`src/design/nms_pkg.sv`:
```
// Shared types and constants for the box non-maximum suppression block.
`timescale 1ns / 1ps
package nms_pkg;

   // Fixed widths of the external fields.
   localparam int IO_W     = 16;
   localparam int CLASS_W  = 7;
   localparam int THR_W    = 16;
   localparam logic [THR_W-1:0] THR_RESET = 16'd29491;

   // Register stages of the overlap unit; they also form part of the ring.
   localparam int IOU_STAGES = 4;

   // Defaults for the top-level parameters.
   localparam int DEF_MAX_BOXES  = 64;
   localparam int DEF_COORD_BITS = 16;
   localparam int DEF_SCORE_BITS = 16;

   // Status bits that travel with each stored box.
   typedef struct packed {
      logic valid;
      logic done;
      logic mark;
   } flag_type;

   // Commands from the sequencer to every cell of the chain.
   typedef struct packed {
      logic clear;
      logic insert;
      logic rotate;
   } ctl_type;

   typedef enum logic [2:0] {
      ST_LOAD    = 3'b001,
      ST_SEARCH  = 3'b010,
      ST_COMPARE = 3'b100
   } state_type;

endpackage

```
`src/design/nms_iou.sv`:
```
// Pipelined overlap test of one box against the current keeper, part of the rotation ring.
`timescale 1ns / 1ps
module nms_iou #(
   parameter int COORD_W = 16,
   parameter int SCORE_W = 16
) (
   input  logic                          clock,
   input  logic                          reset,
   input  logic                          adv,
   input  logic                          clr,
   input  logic                          cmp,
   input  logic [nms_pkg::THR_W-1:0]     thr,
   input  logic [6*COORD_W+nms_pkg::CLASS_W-1:0] keep_pay,
   input  logic [SCORE_W-1:0]            in_score,
   input  logic [6*COORD_W+nms_pkg::CLASS_W-1:0] in_pay,
   input  nms_pkg::flag_type             in_flags,
   output logic [SCORE_W-1:0]            out_score,
   output logic [6*COORD_W+nms_pkg::CLASS_W-1:0] out_pay,
   output nms_pkg::flag_type             out_flags
);
   import nms_pkg::*;

   localparam int C  = COORD_W;
   localparam int PW = 6 * C + CLASS_W;
   localparam int AW = 2 * C;
   localparam int CMP_W = 80;

   // Field extraction for the keeper and the incoming box.
   logic [C-1:0]  kl, kt, kr, kb, el, et, er, eb;
   logic [AW-1:0] ka, ea;
   logic [C-1:0]  ix0, ix1, iy0, iy1, iw_in, ih_in;

   assign kl = keep_pay[C-1:0];
   assign kt = keep_pay[2*C-1:C];
   assign kr = keep_pay[3*C-1:2*C];
   assign kb = keep_pay[4*C-1:3*C];
   assign ka = keep_pay[6*C-1:4*C];
   assign el = in_pay[C-1:0];
   assign et = in_pay[2*C-1:C];
   assign er = in_pay[3*C-1:2*C];
   assign eb = in_pay[4*C-1:3*C];
   assign ea = in_pay[6*C-1:4*C];

   // Clamped intersection extents.
   assign ix0   = (kl > el) ? kl : el;
   assign ix1   = (kr < er) ? kr : er;
   assign iy0   = (kt > et) ? kt : et;
   assign iy1   = (kb < eb) ? kb : eb;
   assign iw_in = (ix1 > ix0) ? ix1 - ix0 : '0;
   assign ih_in = (iy1 > iy0) ? iy1 - iy0 : '0;

   // Payload and flags travel alongside the arithmetic.
   logic [SCORE_W-1:0] sc_ff [IOU_STAGES];
   logic [PW-1:0]      pay_ff [IOU_STAGES];
   flag_type           fl_ff [IOU_STAGES];
   logic [IOU_STAGES-1:0] cmp_ff;
   flag_type           fl0_in;
   logic               cmp0_in;

   logic [C-1:0]   iw_ff, ih_ff;
   logic [AW:0]    asum0_ff, asum1_ff;
   logic [AW-1:0]  inter1_ff, inter2_ff, inter3_ff;
   logic [AW:0]    uni2_ff;
   logic [63:0]    uni_wide;
   logic [47:0]    plo_ff, phi_ff;
   logic           nz_ff;
   logic [CMP_W-1:0] lhs, rhs;
   logic           sup;

   assign fl0_in  = clr ? '0 : in_flags;
   assign cmp0_in = cmp && in_flags.valid && !in_flags.done && !in_flags.mark;
   assign uni_wide = 64'(uni2_ff);

   // Stage registers: extents, product, union, threshold products.
   always_ff @(posedge clock) begin
      if (adv) begin
         sc_ff[0]  <= in_score;
         pay_ff[0] <= in_pay;
         iw_ff     <= iw_in;
         ih_ff     <= ih_in;
         asum0_ff  <= (AW+1)'(ka) + (AW+1)'(ea);
         inter1_ff <= AW'(iw_ff) * AW'(ih_ff);
         asum1_ff  <= asum0_ff;
         inter2_ff <= inter1_ff;
         uni2_ff   <= asum1_ff - (AW+1)'(inter1_ff);
         inter3_ff <= inter2_ff;
         plo_ff    <= 48'(thr) * 48'(uni_wide[31:0]);
         phi_ff    <= 48'(thr) * 48'(uni_wide[63:32]);
         nz_ff     <= (uni2_ff != '0);
         for (int s = 1; s < IOU_STAGES; s++) begin
            sc_ff[s]  <= sc_ff[s-1];
            pay_ff[s] <= pay_ff[s-1];
         end
      end
   end

   // Flags and compare enables are control state.
   always_ff @(posedge clock) begin
      if (reset) begin
         for (int s = 0; s < IOU_STAGES; s++) begin
            fl_ff[s] <= '0;
         end
         cmp_ff <= '0;
      end else if (clr) begin
         for (int s = 0; s < IOU_STAGES; s++) begin
            fl_ff[s] <= '0;
         end
         cmp_ff <= '0;
      end else if (adv) begin
         fl_ff[0]  <= fl0_in;
         cmp_ff[0] <= cmp0_in;
         for (int s = 1; s < IOU_STAGES; s++) begin
            fl_ff[s]  <= fl_ff[s-1];
            cmp_ff[s] <= cmp_ff[s-1];
         end
      end
   end

   // Suppress when inter * 65536 > thr * union, and never on an empty union.
   assign lhs = CMP_W'(inter3_ff) << 16;
   assign rhs = (CMP_W'(phi_ff) << 32) + CMP_W'(plo_ff);
   assign sup = cmp_ff[IOU_STAGES-1] && nz_ff && (lhs > rhs);

   always_comb begin
      out_flags      = fl_ff[IOU_STAGES-1];
      out_flags.mark = fl_ff[IOU_STAGES-1].mark | sup;
   end
   assign out_score = sc_ff[IOU_STAGES-1];
   assign out_pay   = pay_ff[IOU_STAGES-1];

endmodule

```
`config.mk`:
```
export PLATFORM = sky130hd
export DESIGN_NAME = nms_iou
export DESIGN_NICKNAME = d
export VERILOG_FILES = /design/src/design/nms_pkg.sv /design/src/design/nms_iou.sv
export SDC_FILE = /design/constraint.sdc
export NUM_CORES = 2
export LEC_CHECK = 0
export BUFFER_PORTS_ARGS = -buffer_cell sky130_fd_sc_hd__buf_2
export CORE_UTILIZATION = 55
export DETAILED_ROUTE_END_ITERATION = 16
export PLACE_DENSITY = 0.73
export SYNTH_ARGS = -nofsm -noshare
export SYNTH_HDL_FRONTEND = slang
export SYNTH_SLANG_ARGS = --single-unit
```
`constraint.sdc`:
```
create_clock -name clock -period 7.2 [get_ports clock]
set_input_delay 0.72 -clock clock [delete_from_list [all_inputs] [get_ports clock]]
set_output_delay 0.72 -clock clock [all_outputs]
set_load 0.01 [all_outputs]
```
==> results.ini <==
[final_layout]
final_area_mm2=0.06372
instances_no_fill=6708
final_layout_size_suffix_gt1_share_pct=12.41
nets=6560
area_growth_pct=11.45

[routing]
drt_first_pass_iters=5
route.detailed.drc=0
drtIter0Drc=1961
wl_per_cell_um=18.40
vias=35960
wirelength_um=123400
drtAntennaViolNets=0
vias_per_cell=5.361

[setup_path]
cp_common_cell=fa_1
cp_slowest_cell=edfxtp_1
critPathTopFamily=adder cells
cp.arrival_ns=7.27
critical_path_required_ns=7.59
end_kind=flip-flop
path_buf_inv=3
crit_chain=nand2_1 > fa_1 > inv_1 > fa_1 > fa_1 > fa_1 > fa_1 > inv_1 > fa_1 > inv_1 > ha_1 > a21oi_1 > o21ai_0 > a21oi_1 > o21ai_0 > a311oi_1 > o2111a_1 > o31ai_1 > a21oi_1 > xnor2_1
worstSetupPathType=flip-flop to flip-flop
max_stage_delay_ns=0.89
crit_fanout=17
start_kind=flip-flop

[placed_design]
gp_congestion=0.8960
place_hpwl_um=98140
placed_area_mm2=0.06106
portBuffers=360
dp.cells=6553

[cts]
htree_levels=3
cts_tree=built
cts_resized=0
clock-sinks=784
clkLatencyLatePin_ns=0.64
path_clk_slew_ns=0.06
numCtsBuffers=78
cts_hold_buf=0
clk_path_buf_depth=3
ctsRootBufferMaster=clkbuf_16

[synthesis]
ys_seq_area_share_pct=41.05
synth_seq_cells=784
ys_warn_count=0
synth_area_mm2=0.05718
avgSynthCellArea_um2=11.74
synth_edf_count=777
async_flop_share_pct=0
synth_cell_types=95
synthFlopType=edfxtp_1
syn-num-nets=6164
synth_cells=4871

[sta]
rsz0062_at_grt=no
final-setup-viol-count=0
drv_slew=0
max_clock_freq_mhz=145.4
period_needed_ns=6.878
tightest_slew_ns=1.034
fin_setup_tns_ns=0
slew_headroom_pct=31.06
clock-skew-final_ns=0.03879
final_hold_viol_count=0
period_share_pct=95.53

[flow_run]
drv_cap=0

[die]
core_area_mm2=0.1025
die_w_um=324.4
start_util_pct=55.80
num_rows=117
die_h_um=324.4
fp.dieArea_mm2=0.1053
ios=368

[grt]
grt_pass1_vias=38210
grt_max_degree=151
gr-total-overflow=0
track_usage_pct=24.07
antenna_found_initial=19
grt_pass1_wl_um=201400

[hold_path]
hold_path_class=primary input to flip-flop

[status]
outcome=completed

-- logic make-up after synthesis --
group	Yosys count	synth area share [%]
fa+ha+maj	1047	31.01
mux	74	1.368
xor+xnor	161	2.466
buf+inv	974	6.457
compound gates	580	6.845
simple gates	1251	10.80
flops	784	41.05
-- cells in the final DEF (no fill, tap or decap), types with 39 or more instances in the layout --
cell and count:
xnor2_1 103, buf_4 97, mux2i_1 41, edfxtp_1 777, nand2_1 539, xor2_1 58, fa_1 617, a21o_1 119
inv_1 819, a21oi_1 170, nand4_1 39, o21ai_0 82, buf_2 359, and2_1 329, clkbuf_16 78, nor2b_1 39
ha_1 430, nor2_1 121
-- per-layer routing --
layer	GRT usage (%)	vias up	wire length [µm]
met1	30.49	17900	50210
met5	0	-	23
met2	42.13	944	63160
met3	3.890	218	6712
met4	7.696	4	3341
li1	-	16890	-
-- cell usage after synthesis (12+ instances only) --
master      n  area share (%)
nand2_1   539             3.5
and3_1     37            0.40
and2_1    329             3.6
ha_1      430             9.4
a211oi_1   12            0.16
nor2_1    121            0.79
fa_1      617              22
mux2_1     15            0.30
nor3_1     31            0.27
mux2_2     18            0.35
mux2i_1    41            0.72
xnor2_1   103             1.6
a21oi_1   170             1.5
a21o_1    119             1.6
nand2b_1   29            0.32
a31oi_1    16            0.18
nand3_1    32            0.28
clkbuf_1  143            0.94
o21ai_0    82            0.72
inv_1     819             5.4
nor4_1     15            0.16
o21a_1     30            0.39
edfxtp_1  777              41
xor2_1     58            0.89
nand4_1    39            0.43
o21ai_1    22            0.19
nor2b_1    39            0.43
o21bai_1   18            0.24
-- metrics by stage --
step | setup slack (ns) | util (%) | hold slack [ns]
final | 0.3222 | 62.19 | 0.2479
after global routing | 0.0003890 | 62.18 | 0.2082
after CTS | 0.3099 | 62.12 | 0.1996
after detailed placement | 0.1390 | 59.59 | 0.4045
after global placement | 0.2038 | 59.59 | 0.4004
after floorplan | 0.6248 | - | 0.4003
-- path summary, 6_finish.rpt --
kind                                     from       endpoint  slack (ns)  depth (start not counted)
worst max register to register    uni2_ff[15]     plo_ff[47]        0.32                         20
worst min-delay path              in_score[9]    sc_ff[0][9]        0.25                          1
worst min register to register  pay_ff[2][16]  pay_ff[3][16]        0.41                          0
worst max-delay path              uni2_ff[15]     plo_ff[47]        0.32                         20
-- layout make-up --
class	count	area (µm²)
Fill cell	7996	38750
Antenna cell	14	35.03
Timing Repair Buffer	471	2820
Clock inverter	52	610.6
Clock buffer	87	1986
Multi-Input combinational cell	3113	30010
Sequential cell	784	23470
Inverter	819	3074
Tap cell	1368	1712
-- sequential cells by signal, indices dropped and copies added, names as in the netlist --
signal	flops
asum0_ff	33
asum1_ff	33
cmp_ff	4
fl_ff	12
ih_ff	16
inter1_ff	32
inter2_ff	32
inter3_ff	32
iw_ff	16
nz_ff	1
pay_ff	412
phi_ff	16
plo_ff	48
sc_ff	64
uni2_ff	33
-- worst reg2reg max path: cells and delay by family, from the launching register on --
| family | cells | cell delay [ns] |
|---|---|---|
| flip-flops | 1 | 0.89 |
| buffers and inverters | 3 | 0.16 |
| adder cells (fa/ha/maj) | 7 | 3.58 |
| XOR/XNOR | 1 | 0.08 |
| AO/OA/AOI/OAI | 8 | 1.73 |
| AND/OR/NAND/NOR | 1 | 0.19 |
-- timing repair --
item	in CTS	in global routing
hold endpoints to repair	0	0
buffers inserted	0	2
endpoints found under the setup margin	0	1
Power is not shown: default switching activity piles up to over one toggle a cycle in this logic, so the estimate is an artifact.
