$ cat config.mk
export PLATFORM = sky130hd
export DESIGN_NAME = nms_cell
export DESIGN_NICKNAME = d
export VERILOG_FILES = /design/src/design/nms_pkg.sv /design/src/design/nms_cell.sv
export SDC_FILE = /design/constraint.sdc
export NUM_CORES = 1
export LEC_CHECK = 0
export BUFFER_PORTS_ARGS = -buffer_cell sky130_fd_sc_hd__buf_4
export CAP_MARGIN = 30
export CORE_AREA = 2 2 191 193
export DETAILED_ROUTE_END_ITERATION = 10
export DIE_AREA = 0 0 193 195
export PLACE_DENSITY = 0.47
export SYNTH_ARGS = -nofsm -noshare
export SYNTH_HDL_FRONTEND = slang
export SYNTH_SLANG_ARGS = --single-unit
$ cat constraint.sdc
create_clock -name clock -period 12.85 [get_ports clock]
set_clock_uncertainty 0.1 [all_clocks]
set_input_delay 1.9275 -clock clock [delete_from_list [all_inputs] [get_ports clock]]
set_output_delay 1.9275 -clock clock [all_outputs]
set_load 0.05 [all_outputs]
$ cat src/design/nms_pkg.sv
// Shared types and constants for the box non-maximum suppression block.
`timescale 1ns / 1ps
package nms_pkg;

   // Fixed widths of the external fields.
   localparam int IO_W     = 16;
   localparam int CLASS_W  = 7;
   localparam int THR_W    = 16;
   localparam logic [THR_W-1:0] THR_RESET = 16'd29491;

   // Register stages of the overlap unit; they also form part of the ring.
   localparam int IOU_STAGES = 4;

   // Defaults for the top-level parameters.
   localparam int DEF_MAX_BOXES  = 64;
   localparam int DEF_COORD_BITS = 16;
   localparam int DEF_SCORE_BITS = 16;

   // Status bits that travel with each stored box.
   typedef struct packed {
      logic valid;
      logic done;
      logic mark;
   } flag_type;

   // Commands from the sequencer to every cell of the chain.
   typedef struct packed {
      logic clear;
      logic insert;
      logic rotate;
   } ctl_type;

   typedef enum logic [2:0] {
      ST_LOAD    = 3'b001,
      ST_SEARCH  = 3'b010,
      ST_COMPARE = 3'b100
   } state_type;

endpackage

$ cat src/design/nms_cell.sv
// One cell of the box chain: sorted insertion while loading, rotation while suppressing.
`timescale 1ns / 1ps
module nms_cell #(
   parameter int PAY_W   = 103,
   parameter int SCORE_W = 16
) (
   input  logic                  clock,
   input  logic                  reset,
   input  nms_pkg::ctl_type      ctl,
   input  logic [SCORE_W-1:0]    new_score,
   input  logic [PAY_W-1:0]      new_pay,
   input  logic                  prev_gt,
   input  logic [SCORE_W-1:0]    prev_score,
   input  logic [PAY_W-1:0]      prev_pay,
   input  nms_pkg::flag_type     prev_flags,
   input  logic [SCORE_W-1:0]    next_score,
   input  logic [PAY_W-1:0]      next_pay,
   input  nms_pkg::flag_type     next_flags,
   output logic [SCORE_W-1:0]    score,
   output logic [PAY_W-1:0]      pay,
   output nms_pkg::flag_type     flags,
   output logic                  gt
);
   import nms_pkg::*;

   logic [SCORE_W-1:0] score_ff, score_in;
   logic [PAY_W-1:0]   pay_ff, pay_in;
   flag_type           flags_ff, flags_in;
   flag_type           new_flags;

   // The new box goes ahead of this cell when the cell is empty or scores lower.
   // Equal scores stay ahead, which keeps ties in load order.
   assign gt = !flags_ff.valid || (score_ff < new_score);

   always_comb begin
      new_flags       = '0;
      new_flags.valid = 1'b1;
      score_in        = score_ff;
      pay_in          = pay_ff;
      flags_in        = flags_ff;
      if (ctl.clear) begin
         flags_in = '0;
      end else if (ctl.insert) begin
         if (gt) begin
            if (prev_gt) begin
               score_in = prev_score;
               pay_in   = prev_pay;
               flags_in = prev_flags;
            end else begin
               score_in = new_score;
               pay_in   = new_pay;
               flags_in = new_flags;
            end
         end
      end else if (ctl.rotate) begin
         score_in = next_score;
         pay_in   = next_pay;
         flags_in = next_flags;
      end
   end

   always_ff @(posedge clock) begin
      score_ff <= score_in;
      pay_ff   <= pay_in;
      if (reset) begin
         flags_ff <= '0;
      end else begin
         flags_ff <= flags_in;
      end
   end

   assign score = score_ff;
   assign pay   = pay_ff;
   assign flags = flags_ff;

endmodule

==> results, run 1 <==
- The run finished with clean final reports.
- The clock buffer count from CTS is 17.
- Power spread over the standard cell area amounts to 116 nW/um^2.
- The most prevalent standard cell on the critical path is sky130_fd_sc_hd__buf_4.
- The initial antenna violation count is 0.
- The register cell area after layout is 3630 um^2.
- The total count of hold-check failures in the final report is 0.
- Leaving out fill and tap cells, the most frequent cells in the layout are sky130_fd_sc_hd__buf_4, sky130_fd_sc_hd__a21oi_1, sky130_fd_sc_hd__nor2_1, sky130_fd_sc_hd__mux2i_1, sky130_fd_sc_hd__edfxtp_1.
- The post-cts sizing count is 0.
- The startpoint of the most critical hold path is flags[0]$_SDFFE_PP0P_.
- The internal power contribution is around 0.0009 W.
- TritonCTS built the clock tree.
- The standard cell with the maximum stage delay on the critical path is sky130_fd_sc_hd__or4_1.
- The cell area after placement is 10700 um^2.
- Synthesis inferred 122 register bits.
- The tree is rooted in a sky130_fd_sc_hd__clkbuf_16.
- The wire length per cell after detailed routing is 16.7 um.
- Leaving out filler cells and counting taps, the final layout contains approximately 1500.
- The initial detailed-routing violation count is 143.
- Yosys mapped a number of flops with a built-in enable equal to 119.
- Along the worst hold path, the cell count comes to 2.
- The cell area that synthesis handed to floorplanning was between 6000 and 7000 um^2.
- The x dimension of the die is 193 um.
- The sequential fraction of design power is between 30% and 40%.
- In the routed design, unresolved DRC markers number 0.
- The die covers 37600 um^2.
- In the global route stage, met1 resource usage came out at 14.6%.
- The global routing stage identified its most utilized layer as met2.
- Port buffering added 491 buffers.
- The net switching power is 0.000382 W.
- The number of slew-limit violations in the final report is 0.
- The share of synthesized area spent on multiplexers is 18.2%.
- The placer's final routability congestion estimate is around 0.79.
- In this run, post-CTS hold repair placed 0 buffers.
- The post-synth net total is 978.
- The highest attainable clock frequency is 0.170 GHz.
- The fraction of the mapped netlist area in compound gates is about 11%.
- In this run the post-CTS setup repair buffer count came out at 0.
- Setup repair after global routing left no endpoint under its margin.
- The first global-routing pass estimated approximately 36000 um of wire.
- For met3 alone, demand over resource in global routing was just under 5%.
- The transition time of the tightest slew-check pin is 0.926 ns.
- The longest individual stage delay on the worst path is 0.58 ns.
- The multi-input logic area is between 2000 and 3000 um^2.
- The post-route setup TNS is 0 ns.
- The share of async-settable or async-resettable flops after synthesis is 0%.
- The number of instances in the synthesized netlist is between 500 and 600.
- The critical-path maximum fanout is 3.
- STA puts the critical path data arrival time at around 3.8 ns.
- The cell count after placement is 1510.
- The minimum setup slack in the final design is 6.98 ns.
- The detailed-route via count is between 6000 and 7000.
- 492 I/O pins were placed.
- Synthesis instantiated 28 different standard cells from the library.
- After floorplanning, the core was sized to cover 35400 um^2.
- The final standard cell area without fillers is 11300 um^2.
- The maximum number of buffers from clock root to sink is 2.
- OpenSTA, run right after detailed placement, puts the worst setup slack at 6.99 ns.
- The number of global-route vias before repair was 6107.
- The end point of the worst hold path is flags[0]$_SDFFE_PP0P_.
- The final layout net count is 1452.
- The worst setup path is captured at an output port.
- The Yosys step of the flow raised 0 warnings.
- The signal on the critical path passes through buf_4 -> inv_1 -> ha_1 -> nand4_1 -> or2_0 -> or4_1 -> nand4_2 -> nand2_1 -> buf_4.
- The die span in y is 195 um.
- The average size of a mapped cell is 11.0 um^2.
- The xor/xnor share of the synthesized area is 0%.
- Clock latency on the worst-skew pair, taken at its later pin, is 0.43 ns.
- The required time of the critical path is 10.82 ns.
- Global routing consumed, over all layers together, a little over an eighth of the routing resources.
- In the routed layout, each cell is associated on average with a via count of 4.00.
- Counting every sink on the clock net gives between 100 and 150.
- The critical path is of the input pin to output port type.
- By area, the combinational part of the netlist is dominated by multiplexers.
- The count of H-tree levels built during CTS is 4.
- Once the floorplan was initialized, standard cells occupied 18.5% of the core.
- The shortest period the worst path allows is 5.87 ns.
- STA classifies the critical path startpoint as an input pin.
- The flip-flop cell with the highest count after synthesis is sky130_fd_sc_hd__edfxtp_1.
- The synthesized netlist devotes around 2.9% of its cell area to adder and majority cells.
- The worst hold path belongs to the class register to register.
- Entering global routing, the biggest net connects 91 pins.
- IR analysis of the VDD net gives a maximum drop of 89.0 uV.
- The count of max-cap constraint violations is 0.
- The period utilization is a little under half.
- The reg-to-reg critical path startpoint is score[1]$_DFFE_PP_.
- The number of rows in the core area is 69.
- The number of nets with antenna violations after detailed routing is 0.
- The worst pin sits at a relative slew slack of a little under two fifths.
- In this run switching power makes up between 20% and 30% of total power.
- The half-perimeter wire length after detailed placement is approximately 21000 um.
- The met2 usage in global routing is 23.2%.
- The part of the power in combinational logic is 25.6%.
- Clock-pin slew was measured on the worst setup and hold paths at roughly 0.060 ns.
- Relative to the synthesized area, the layout overhead comes to 72.5%.
- The final global-route overflow total is 0.
- The post-synthesis sequential area ratio is 55.6%.
- The worst-case reg-to-reg path depth is 7.
- The worst setup slack for register-to-register paths is 9.77 ns.
- Setup violations remaining at the end of the flow were counted as 0.
- The leakage power is 5.20 nW.
- Summed over all layers, the routed wires come to 25700 um.
- The worst register-to-register path ends at pay[51]$_DFFE_PP_.
- The number of antenna diodes in the final layout is 0.
- Leaving out fill and tap cells, the most frequent cell in the layout is sky130_fd_sc_hd__buf_4.
- The layout cell share with drive strength beyond 1 is between 40 and 50%.
- The proportion of power drawn by the clock network is a little under two fifths.
- The pre-antenna-repair detailed-routing pass consisted of 5 iterations.
- The simple-gate portion of the synthesized area is 8.71%.
- The final-layout fill cell count is between 3000 and 4000.
-- synth_stat cells, types with 2 or more instances --
library cell / number / area share, %
sky130_fd_sc_hd__a21oi_1: 126 / 9.6
sky130_fd_sc_hd__nor2_1: 125 / 7.2
sky130_fd_sc_hd__edfxtp_1: 119 / 55
sky130_fd_sc_hd__mux2i_1: 119 / 18
sky130_fd_sc_hd__clkbuf_1: 24 / 1.4
sky130_fd_sc_hd__inv_1: 19 / 1.1
sky130_fd_sc_hd__ha_1: 15 / 2.9
sky130_fd_sc_hd__buf_2: 10 / 0.77
sky130_fd_sc_hd__buf_1: 7 / 0.40
sky130_fd_sc_hd__dfxtp_1: 3 / 0.92
sky130_fd_sc_hd__nand2_1: 3 / 0.17
sky130_fd_sc_hd__nand4_1: 3 / 0.29
sky130_fd_sc_hd__a211oi_1: 2 / 0.23
sky130_fd_sc_hd__a221oi_1: 2 / 0.27
sky130_fd_sc_hd__a31oi_1: 2 / 0.19
sky130_fd_sc_hd__nor2b_1: 2 / 0.19
sky130_fd_sc_hd__o21ai_0: 2 / 0.15
-- power groups by stage --
stage	clock (W)	sequential, W	combinational (W)
final	0.000489	0.000485	0.000335
after global placement	0	0.000492	0.000340
after CTS	0.000506	0.000485	0.000340
after global routing	0.000523	0.000487	0.000359
after floorplan	0	0.000593	0.0000831
after detailed placement	0	0.000493	0.000340
-- routing by layer --
layer | routed length [um] | vias to the layer above
met5 | 0 | -
met1 | 9980 | 2739
met3 | 2240 | 19
met4 | 358 | 0
met2 | 13100 | 285
li1 | - | 3118
-- sequential cells by signal, indices dropped and copies added, names as in the netlist --
name	flops
flags	3
pay	103
score	16
-- worst max path at each step --
stage / from / endpoint / depth (start not counted)
after detailed placement: new_score[13] / gt / 9
after floorplan: new_score[11] / pay[0]$_DFFE_PP_ / 8
after global placement: new_score[13] / gt / 9
final: new_score[13] / gt / 9
after CTS: new_score[13] / gt / 9
after global routing: new_score[15] / gt / 9
-- metrics by stage --
step | util [%] | hold slack (ns) | total power [W]
global placement | 30.2 | 0.367 | 0.000832
CTS | 31.9 | 0.385 | 0.00133
detailed placement | 30.2 | 0.375 | 0.000833
global route | 31.9 | 0.420 | 0.00137
floorplan | - | 0.581 | 0.000676
finish | 31.9 | 0.381 | 0.00131
-- critical path: cells and delay by family --
| family | cells | cell delay [ns] |
|---|---|---|
| AND/OR/NAND/NOR | 5 | 1.29 |
| adder cells (fa/ha/maj) | 1 | 0.28 |
| buffers and inverters | 3 | 0.33 |
-- cells by family (layout without fill, tap and decap cells) --
group | after synthesis | count (layout)
compound gates | 138 | 138
fa+ha+maj | 15 | 15
buf+inv | 60 | 547
flops | 122 | 122
mux | 119 | 119
simple gates | 140 | 140
-- final cells by class --
cell class / instances / area share, %
Clock buffer: 24 / 4.45
Inverter: 19 / 0.632
Timing Repair Buffer: 496 / 33.1
Clock inverter: 8 / 0.821
Tap cell: 461 / 5.11
Multi-Input combinational cell: 412 / 23.7
Sequential cell: 122 / 32.2
No activity file was read; power rests on OpenSTA's default activity.
==> inputs of run 2 (changes only) <==
- clock period: 12.85 -> 5.9 ns (I/O delays scaled with it)
==> results, run 2 (synthesis gave the netlist of run 1 again) <==
- The clock transition at the registers of the reported paths is 0.05 ns (about the same).
- The number of antenna diodes is 0 (unchanged).
- The post-route setup TNS is 0 ns (unchanged).
- The most numerous cell type found on the critical path is sky130_fd_sc_hd__buf_4.
- The final-layout fill cell count is 3686 (-0.86%).
- The layout cell share with drive strength beyond 1 is 49.1% (about the same).
- The type of destination of the critical path is an output port.
- The count of max-cap constraint violations came to 0 (unchanged).
- In the layout the commonest cells are sky130_fd_sc_hd__buf_4, sky130_fd_sc_hd__a21oi_1, sky130_fd_sc_hd__nor2_1, sky130_fd_sc_hd__mux2i_1, sky130_fd_sc_hd__edfxtp_1.
- met2 is the most crowded layer.
- The maximum number of pins on one net before global-route repair is 125 (+37%).
- The normalized max-slew margin was 41.4% (+3.1 points).
- The initial detailed-routing violation count is 133 (-7.0%).
- The maximum VDD drop is 178 uV (+99%).
- The number of nets with antenna violations after detailed routing is 0 (unchanged).
- The run finished with clean final reports.
- The family with the most delay on the worst path is simple AND/OR/NAND/NOR gates.
- The required time of the critical path is 4.91 ns (-5.91 ns).
- The post-cts sizing count was 0 (unchanged).
- The count of H-tree levels built during CTS was 4 (unchanged).
- The number of flip-flops in the largest register is 103 (unchanged).
- The minimum setup slack in the final design was 2.18 ns (-4.80 ns).
- The average via count per standard cell was 4.02 (+0.68%).
- The half-perimeter wire length after detailed placement is 20200 um (-1.9%).
- The reg-to-reg critical path startpoint is score[1]$_DFFE_PP_.
- Leaving out fill and tap cells, the most frequent cell in the layout is sky130_fd_sc_hd__buf_4.
- The worst-case reg-to-reg path depth is 7 (unchanged).
- The number of global-route vias before repair is 6224 (+1.9%).
- The number of cells traversed by the worst hold path came to 2 (unchanged).
- The count of hold-fix buffers inserted at cts is 0 (unchanged).
- The number of rows in the core area came to 69 (unchanged).
- CTS placed an instance of sky130_fd_sc_hd__clkbuf_16 at the clock tree root.
- The remaining design rule violation count was 0 (unchanged).
- The wire length per cell after detailed routing is 16.4 um (-1.5%).
- The slowest stage of the critical path belongs to the cell sky130_fd_sc_hd__or4_1.
- The number of slew-limit violations in the final report was 0 (unchanged).
- The first-pass detailed-route iteration total is 4 (-1).
- TritonCTS built the clock tree.
- The initial antenna violation count is 0 (unchanged).
- The synthesis-to-finish area growth is 73.2%.
- The routed design could run at a clock period as short as 3.72 ns.
- The clock latency reported for the late side of the worst-skew pair is 0.41 ns (-0.02 ns).
- The final global-route overflow total is 0 (unchanged).
- The classification of the worst setup path is input pin to output port.
- The highest attainable clock frequency is ~0.27 GHz.
- The endpoint identified for the worst register-to-register timing path is pay[48]$_DFFE_PP_.
- The critical-path maximum fanout came to 3 (unchanged).
- The overall power consumption is 0.00292 W (+120%).
- The initial core utilization is 18.5% (unchanged).
- The worst setup slack for register-to-register paths is 2.76 ns (-7.01 ns).
- The path with the worst hold slack has its endpoint at flags[1]$_SDFFE_PP0P_.
- The total count of hold-check failures in the final report was 0 (unchanged).
- The final standard cell area without fillers is 11300 um^2 (+0.39%).
- The wire length reported by the detailed router is 25300 um (-1.6%).
- Dividing the final minimum period by the clock period gives 63.0%.
- The power per unit of standard cell area is 258 nW/um^2 (+120%).
- The data arrival time of the critical path is 2.73 ns (-1.11 ns).
- The maximum number of buffers from clock root to sink was 2 (unchanged).
- The post-CTS setup repair buffer count is 0 (unchanged).
- Setup repair after global routing left no endpoint under its margin.
- The total clock sinks came to 122 (unchanged).
- The x dimension of the die is 193 um (unchanged).
- The wire length of the first global-routing pass came to 35800 um (-1.3%).
- The clock buffer count from CTS is 17 (unchanged).
- The number of endpoints failing setup at the final stage is 0 (unchanged).
- The global-route total usage across every layer is 12.7% (-0.46 points).
- The number of top-level pins is 492 (unchanged).
- The placer's final routability congestion estimate is 0.790 (-0.19%).
- STA classifies the critical path startpoint as an input pin.
- The worst hold path begins at flags[1]$_SDFFE_PP0P_.
- The leakage power is 5.20 nW (about the same).
- The global-route met1 utilization was 14.1% (-0.45 points).
- The detailed-route via count is 6195 (+0.55%).
- The met2 usage in global routing is 22.5% (-0.68 points).
- The die outline area is 37600 um^2 (unchanged).
- Walking the worst path, the cells encountered are buf_4 -> inv_1 -> ha_1 -> nand4_1 -> or2_0 -> or4_1 -> nand4_2 -> nand2_1 -> buf_4.
- The longest individual stage delay on the worst path came to 0.56 ns (-0.02 ns).
- The total buffers and inverters traversed by the critical path is 3 (unchanged).
- The final layout net count is 1451 (-0.069%).
- The final core area utilization is 32.0% (+0.12 points).
- The die span in y is 195 um (unchanged).
- The type of the worst min-delay path is register to register.
- The core box area is 35400 um^2 (unchanged).
- The transition time of the tightest slew-check pin came to 0.879 ns (-0.0464 ns).
- The cell area after placement is 10700 um^2 (+0.16%).
- The count of input and output buffers was 491 (unchanged).
- The fraction of met3 tracks used by global routing is 4.69% (-0.18 points).
- The minimum setup slack after placement is 2.01 ns (-4.98 ns).
==> run 2: worst max path at each step <==
stage	endpoint	cells after the start	slack [ns]	start
final	gt	9	2.18	new_score[14]
after global routing	gt	9	2.06	new_score[15]
after CTS	gt	9	2.16	new_score[14]
after detailed placement	pay[49]$_DFFE_PP_	9	2.01	new_score[1]
after global placement	pay[54]$_DFFE_PP_	9	2.02	new_score[1]
after floorplan	pay[0]$_DFFE_PP_	8	0.16	new_score[11]
==> run 2: metal layers <==
metal	part of all wire, %	vias to the layer above
li1	-	3117
met1	38	2792
met2	51	269
met3	9.3	17
met4	1.3	0
met5	0	-
==> run 2: worst min-delay path, cell delays in order (launching register included) <==
cell and delay [ns]:
sky130_fd_sc_hd__dfxtp_1 0.31, sky130_fd_sc_hd__inv_1 0.05, sky130_fd_sc_hd__a221oi_1 0.07
==> run 2: layout make-up <==
class	count	area, um^2	share of cell area (%)
multi-input combinational	412	2680	23.6
inverter	19	71.3	0.630
tap	461	577	5.09
clock inverter	14	195	1.72
sequential	122	3630	32.1
clock buffer	17	425	3.76
timing repair buffer	495	3750	33.1
==> run 2: power breakdown <==
group / internal [W] / total [W] / switching (W)
Combinational: 0.000311 / 0.000733 / 0.000422
Sequential: 0.00103 / 0.00105 / 0.0000192
Clock: 0.000709 / 0.00113 / 0.000424
Total: 0.00205 / 0.00292 / 0.000865
==> run 2: per-stage QoR <==
step	hold slack, ns	std cells
2_1_floorplan	0.581	594
3_3_place_gp	0.372	1509
3_5_place_dp	0.384	1509
4_1_cts	0.393	1540
5_1_grt	0.407	1540
6_report	0.387	1540
